### src/sv/pur_pkg.sv
// Shared types and constants for the Paeth row unfilter unit.
// No dependencies; every other file of the block refers to this package.
package pur_pkg;

    localparam int DEF_MAX_ROW_BYTES = 4096;

    localparam int BYTE_W     = 8;
    localparam int CFG_DATA_W = 16;
    localparam int CFG_IDX_W  = 2;
    localparam int HIST_DEPTH = 4;
    localparam int STEP_W     = 2;

    // Pixel format codes; codes 6 and 7 behave as one byte per pixel.
    typedef enum logic [2:0] {
        FMT_A1       = 3'd0,
        FMT_A8       = 3'd1,
        FMT_RGB565   = 3'd2,
        FMT_ARGB1555 = 3'd3,
        FMT_RGB888   = 3'd4,
        FMT_RGBA8888 = 3'd5
    } fmt_t;

    // Register indexes on the configuration port.
    typedef enum logic [CFG_IDX_W-1:0] {
        CFG_PIXEL_FORMAT = 2'd0,
        CFG_IMAGE_WIDTH  = 2'd1,
        CFG_IMAGE_HEIGHT = 2'd2
    } cfg_idx_t;

    localparam logic [2:0]            RST_PIXEL_FORMAT = 3'(FMT_A8);
    localparam logic [CFG_DATA_W-1:0] RST_IMAGE_WIDTH  = 16'd1;
    localparam logic [CFG_DATA_W-1:0] RST_IMAGE_HEIGHT = 16'd1;

    // Per-byte control that travels with a byte from acceptance to the
    // reconstruction stage.
    typedef struct packed {
        logic              first_row;
        logic              no_left;
        logic              row_end;
        logic              image_end;
        logic [STEP_W-1:0] step_sel;
    } ctl_t;

endpackage

### src/sv/pur_recon.sv
// Reconstruction stage: left and upper-left histories, the Sub and Paeth
// predictors and the final add. Depends on pur_pkg.
module pur_recon (
    input  logic                          clk,
    input  logic                          rst_n,
    input  logic                          clear,
    input  logic                          commit,
    input  pur_pkg::ctl_t                 ctl,
    input  logic [pur_pkg::BYTE_W-1:0]    filt,
    input  logic [pur_pkg::BYTE_W-1:0]    mem_data,
    input  logic                          fwd_hit,
    input  logic [pur_pkg::BYTE_W-1:0]    fwd_data,
    output logic [pur_pkg::BYTE_W-1:0]    res
);

    localparam int BW = pur_pkg::BYTE_W;
    localparam int DW = BW + 2;

    logic [BW-1:0] left_reg [pur_pkg::HIST_DEPTH];
    logic [BW-1:0] ul_reg   [pur_pkg::HIST_DEPTH];
    logic [BW-1:0] above;
    logic [BW-1:0] a_val;
    logic [BW-1:0] c_val;
    logic [BW-1:0] pred;
    logic signed [DW-1:0] sa;
    logic signed [DW-1:0] sb;
    logic signed [DW-1:0] sc;
    logic signed [DW-1:0] pa;
    logic signed [DW-1:0] pb;
    logic signed [DW-1:0] pc;

    // The first row has no byte above; a byte written by the previous
    // byte in the same cycle it is read comes from the forward path.
    always_comb
    begin
        if (ctl.first_row)
        begin
            above = '0;
        end
        else if (fwd_hit)
        begin
            above = fwd_data;
        end
        else
        begin
            above = mem_data;
        end
    end

    assign a_val = left_reg[ctl.step_sel];
    assign c_val = ul_reg[ctl.step_sel];

    always_comb
    begin
        sa = DW'(signed'({1'b0, a_val}));
        sb = DW'(signed'({1'b0, above}));
        sc = DW'(signed'({1'b0, c_val}));
        pa = (sb >= sc) ? (sb - sc) : (sc - sb);
        pb = (sa >= sc) ? (sa - sc) : (sc - sa);
        pc = (sa + sb >= sc + sc) ? (sa + sb - sc - sc) : (sc + sc - sa - sb);
        priority if (pa <= pb && pa <= pc)
        begin
            pred = a_val;
        end
        else if (pb <= pc)
        begin
            pred = above;
        end
        else
        begin
            pred = c_val;
        end
    end

    always_comb
    begin
        unique case ({ctl.first_row, ctl.no_left})
            2'b11:   res = filt;
            2'b10:   res = filt + a_val;
            2'b01:   res = filt + above;
            default: res = filt + pred;
        endcase
    end

    always_ff @(posedge clk or negedge rst_n)
    begin
        if (!rst_n)
        begin
            for (int i = 0; i < pur_pkg::HIST_DEPTH; i++)
            begin
                left_reg[i] <= '0;
                ul_reg[i]   <= '0;
            end
        end
        else if (clear || (commit && ctl.row_end))
        begin
            for (int i = 0; i < pur_pkg::HIST_DEPTH; i++)
            begin
                left_reg[i] <= '0;
                ul_reg[i]   <= '0;
            end
        end
        else if (commit)
        begin
            for (int i = pur_pkg::HIST_DEPTH - 1; i > 0; i--)
            begin
                left_reg[i] <= left_reg[i-1];
                ul_reg[i]   <= ul_reg[i-1];
            end
            left_reg[0] <= res;
            ul_reg[0]   <= above;
        end
    end

endmodule

### config.mk
export PLATFORM = sky130hd
export DESIGN_NAME = pur_recon
export DESIGN_NICKNAME = d
export VERILOG_FILES = /design/src/sv/pur_pkg.sv /design/src/sv/pur_recon.sv
export SDC_FILE = /design/constraint.sdc
export NUM_CORES = 1
export LEC_CHECK = 0
export ABC_AREA = 1
export ABC_CLOCK_PERIOD_IN_PS = 13880
export BUFFER_PORTS_ARGS = -buffer_cell sky130_fd_sc_hd__buf_2
export CAP_MARGIN = 20
export CORE_MARGIN = 5
export CORE_UTILIZATION = 60
export CTS_BUF_LIST = sky130_fd_sc_hd__clkbuf_8
export DETAILED_ROUTE_END_ITERATION = 7
export GPL_TIMING_DRIVEN = 1
export PLACE_DENSITY = 0.79
export SETUP_SLACK_MARGIN = 0.05
export SLEW_MARGIN = 10
export SYNTH_ARGS = -nofsm -noshare
export SYNTH_HDL_FRONTEND = slang
export SYNTH_SLANG_ARGS = --single-unit
### constraint.sdc
create_clock -name clk -period 13.88 [get_ports clk]
set_input_delay 0.694 -clock clk [delete_from_list [all_inputs] [get_ports clk]]
set_output_delay 0.694 -clock clk [all_outputs]
set_load 0.02 [all_outputs]
======== Word-level counts from Yosys, hierarchy flattened ========
Index checks and enable logic that the tools add are counted.
storage, ports and cells
  register bits after elaboration ......... 64
  bits in latches ......................... 0
  RAM bits ................................ 0
  memory bits (read-only) ................. 0
  output and inout bits ................... 8
  logic and storage cells ................. 54
  memories kept ........................... 0
cells by class
  $add $sub $neg .......................... 13
  multiply operators ...................... 0
  div/mod/pow operators ................... 0
  magnitude comparators ................... 7
  eq/ne operators ......................... 3
  shift-type cells ........................ 0
  multiplexer cells ....................... 18
  bitwise gates (word level) .............. 1
  reductions and logical operators ........ 4
operators by type and width
  cell                                                             number
  32-bit 2-to-1 mux                                                4
  8-bit 2-to-1 mux                                                 8
  8-bit by 8-bit subtractor with 9-bit output                      4
  8-bit binary-select mux with 2-bit select                        2
  10-bit less-or-equal comparator                                  3
  10-bit 2-to-1 mux                                                3
  8-bit adder                                                      3
  8-bit case mux with 3 select lines                               1
  10-bit by 9-bit subtractor with 10-bit output                    2
  9-bit by 8-bit subtractor with 10-bit output                     2
  8-bit by 8-bit adder with 9-bit output                           2
  8-bit greater-or-equal comparator                                2
  10-bit greater-or-equal comparator                               1
  2-bit == test, second input constant                             2
  3-bit greater-or-equal comparator, second input constant         1
  2-bit NOT with 3-bit output                                      1
  2-bit by 1-bit == test with 1-bit output, second input constant  1
  1-bit logical AND                                                2
  2-bit nonzero test                                               1
  1-bit logical OR                                                 1

======== Logic depth before layout (Yosys ltp) ========
  depth in word-level cells ............... 15
  mapped depth ............................ 60
  depth with buffers taken out ............ 59

======== Worst setup path before layout ========
OpenSTA, ideal clock, no wires.
  path kind ............................... input-to-output
  start ................................... input ctl[0] (netlist name)
  end ..................................... output res[6] (netlist name)
  arrival time ............................ 8447 ps
  slack ................................... 4739 ps
  stages .................................. 45
  cells stage by stage .................... buf_4 clkbuf_1 clkbuf_1 clkbuf_1 buf_1 nand2_1 a32oi_1 ha_1 inv_1 nor2_1 a221oi_1 o221ai_1 a31oi_1 xnor2_1 ha_1 nand2_1 nor3b_1 nand3_1 [9 not listed] nand3_1 nand2_1 nand3_1 buf_2 o21ai_0 nor2_1 a211oi_1 a31oi_1 ha_1 inv_1 o31ai_1 inv_1 nor2_1 nor2_1 inv_1 a21oi_1 or2_2 a31oi_1
between the ends
  longest elaborated chain between the ends .. 13
ends and longest elaborated chain
  what                                                          line                              RTL
  start, declared                                               pur_recon.sv:8                    input pur_pkg::ctl_t ctl,
  2-bit NOT with 3-bit output (not written as such) *           pur_recon.sv:50, pur_recon.sv:51
  8-bit binary-select mux with 2-bit select (on tied branches)  pur_recon.sv:51, pur_recon.sv:50
  8-bit 2-to-1 mux (on tied branches) (2 in series)             pur_recon.sv:51, pur_recon.sv:50
  8-bit by 8-bit adder with 9-bit output                        pur_recon.sv:60                   pc = (sa + sb >= sc + sc) ? (sa + sb - sc - sc) : (sc + sc - sa - sb);
  9-bit by 8-bit subtractor with 10-bit output                  pur_recon.sv:60
  10-bit by 9-bit subtractor with 10-bit output                 pur_recon.sv:60
  10-bit 2-to-1 mux                                             pur_recon.sv:60
  10-bit less-or-equal comparator (on tied branches)            pur_recon.sv:65, pur_recon.sv:61
  8-bit 2-to-1 mux or 1-bit logical AND (tied branches)         pur_recon.sv:65, pur_recon.sv:61
  8-bit 2-to-1 mux                                              pur_recon.sv:61                   priority if (pa <= pb && pa <= pc)
  8-bit adder                                                   pur_recon.sv:81                   default: res = filt + pred;
  8-bit case mux with 3 select lines *                          pur_recon.sv:77                   unique case ({ctl.first_row, ctl.no_left})
  end, declared                                                 pur_recon.sv:13                   output logic [pur_pkg::BYTE_W-1:0] res
Mark *: on every way between the ends. The rest lies on a longest branch, timed or not. The select of a mux whose other input is x is not followed.

======== Worst setup path after layout ========
Same ends and word-level chain as after synthesis.

==> results.toml <==
[critical_path]
slowest_stage = "buf_2"
critical_path_required_ns = 13.19
crit_fanout = 49
timing.rr.start = "left_reg[25]$_DFFE_PN0P_"
cpPeakStageDelay_ns = 0.63
cp-end-kind = "output pin"
rr_worst_depth = 42
reg2reg_to = "left_reg[30]$_DFFE_PN0P_"
cp.arrival_ns = 9.28
ff2ff_setup_slack_ns = 5.78
path_class = "primary input to output pin"
startpoint_type = "primary input"

[global_routing]
grt_first_pass_wirelength_mm = 30.3
antenna_found_initial = 0
grt_overflow = 0
grt_use_total = 0.261
grt_max_degree = 65
grt_pass1_vias = 6307

[sta]
finClkSkew_ns = 0.00688
holdWs_ns = 0.483
setup_violations = 0
maxSlewHeadroom = 0.187
max_freq_ghz = 0.100
tightest_slew_ns = 1.21
slew_viol_final = 0
period_needed_ns = 9.98
finalCritPeriodShare = 0.719
hold_viol_final = 0
rsz0062_at_grt = "false"
setup_tns_ns = 0

[synthesis]
synth-seq-area-share = 0.223
avgSynthCellArea_sq_um = 6.93
ys_async_sr_fraction = 1.00
synth.distinct_cells = 50
synthCells = 1034
synth_nets = 1173
netlist_area_sq_um = 7170
synth_edf_count = 0
synth_top_family_by_area = "simple AND/OR/NAND/NOR gates"
yosys.area_share.simple = 0.231
synth-main-ff-cell = "dfrtp_1"
synthAdderAreaFrac = 0.190
yosys_warnings = 0
synth_xor_area_frac = 0.0354
synth_seq_cells = 64
muxShareOfSynthArea = 0.00140
synth-compound-area-share = 0.194

[cells_and_area]
layout_commonest_cell = "nand2_1"
final_nets = 1203
final_cell_mix = "nand2_1 (204), inv_1 (190), ha_1 (96)"
nFillCells = 1129
num_antenna_cells = 0
area_growth_pct = 6.79
drive_gt1_frac = 0.112

[die]
fp.dieH_microns = 119
io_pins = 43
die-area_sq_um = 14200
rows = 40
core_sq_um = 11900
die_x_microns = 119
start_util = 0.605

[routing]
wl_per_cell_microns = 15.1
vias = 6776
ant_nets = 0
dr.first_iter.drc_count = 444
first_pass_iters = 6
wl_mm = 18.4
drc = 0
vias_per_cell = 5.57

[clock_network]
cts-hold-fix-buffers = 0
cts_setup_buffers = 0
clockBufferDepth = 2
clk_pin_slew_ns = 0.07
numCtsBuffers = 9
cts.repair.resized = 0
cts.sinks = 64
root_buffer = "clkbuf_8"
cts_tree = "done"
cts.htree.levels = 3
worst_skew_pair.late_latency_ns = 0.34

[placement]
detailedPlacementHpwl_mm = 14.5
place.gp.congestion = 0.968
portBuffers = 41

[min_path]
min_from = "left_reg[0]$_DFFE_PN0P_"
hold_class = "flip-flop to flip-flop"
hold_depth = 2
holdPathEnd = "left_reg[0]$_DFFE_PN0P_"

[run]
maxCapViolCount = 0

[pwr]
p_per_area_nw_per_um2 = 142
p_leak_nw = 4.07
peakVddDrop_mv = 0.106

[run_status]
status = "complete, no violations"
## worst max-delay path, delay by kind of cell
family | cells | cell delay, ns
AOI/OAI and AO/OA | 11 | 2.60
xor gates and xnor gates | 1 | 0.10
adders and majority gates | 4 | 1.32
buffers and inverters | 10 | 2.10
and+or+nand+nor | 15 | 2.41
## area by class of cell
type	instances	area, sq um	area share
tap	147	184	0.0240
timing repair buffer	48	258	0.0337
inverter	201	757	0.0989
sequential	64	1600	0.209
clock inverter	4	18.8	0.00245
clock buffer	12	165	0.0216
multi-input combinational	740	4670	0.610
## kinds of logic after synthesis
kind of cell,after synthesis
flops,64
simple gates,370
xor+xnor,29
fa+ha+maj,104
compound gates,236
mux,1
buf+inv,230
## power by group
part / switching, mW / leakage (nW) / internal, mW
registers: 0.00261 / 0.887 / 0.194
logic: 0.482 / 3.08 / 0.266
clock network: 0.0676 / 0.103 / 0.0778
total: 0.552 / 4.07 / 0.538
## through the flow
step / setup slack (ns) / total power [mW] / std cells / area [sq um] / utilization
final: 3.90 / 1.09 / 1216 / 7660 / 0.646
after global routing: 3.02 / 1.21 / 1216 / 7660 / 0.646
after CTS: 4.10 / 1.09 / 1216 / 7660 / 0.646
after detailed placement: 4.13 / 0.938 / 1200 / 7470 / 0.630
after global placement: 4.27 / 0.922 / 1200 / 7470 / 0.630
after floorplan: 4.74 / 0.770 / 1034 / 7170 / -
## worst max-delay path by stage
stage / slack (ns) / cells past startpoint / from / end
finish: 3.90 / 41 / ctl[0] / res[6]
global route: 3.02 / 43 / ctl[0] / res[6]
CTS: 4.10 / 43 / ctl[0] / res[6]
detailed placement: 4.13 / 41 / ctl[0] / res[6]
global placement: 4.27 / 41 / ctl[0] / res[6]
floorplan: 4.74 / 45 / ctl[0] / res[6]
## cell usage after synthesis (all sizes together) (2+ instances only)
library cell / count / area (sq um)
or2: 7 / 46.3
nand4: 9 / 62.6
xor2: 26 / 228
o31ai: 5 / 37.5
o21ai: 76 / 384
nor3: 5 / 25.0
inv: 200 / 753
nor2: 74 / 293
o21bai: 5 / 37.5
nand3: 45 / 270
o211ai: 5 / 37.5
fa: 8 / 160
a21oi: 57 / 289
nand2: 227 / 935
a21boi: 2 / 15.0
a32oi: 5 / 43.8
a21o: 3 / 22.5
xnor2: 3 / 26.3
a31oi: 15 / 93.8
dfrtp: 64 / 1600
o221ai: 3 / 26.3
buf: 10 / 67.6
a211oi: 10 / 75.1
clkbuf: 19 / 71.3
ha: 96 / 1200
o22ai: 43 / 269
a221oi: 5 / 43.8
## per-layer routing
metal | vias up | track usage | wire, microns
met5 | - | 0 | 0
met4 | 0 | 0.102 | 624
met3 | 30 | 0.0290 | 959
met2 | 215 | 0.428 | 8450
met1 | 3074 | 0.354 | 8370
li1 | 3457 | - | -
No activity file was read; power rests on OpenSTA's default activity.
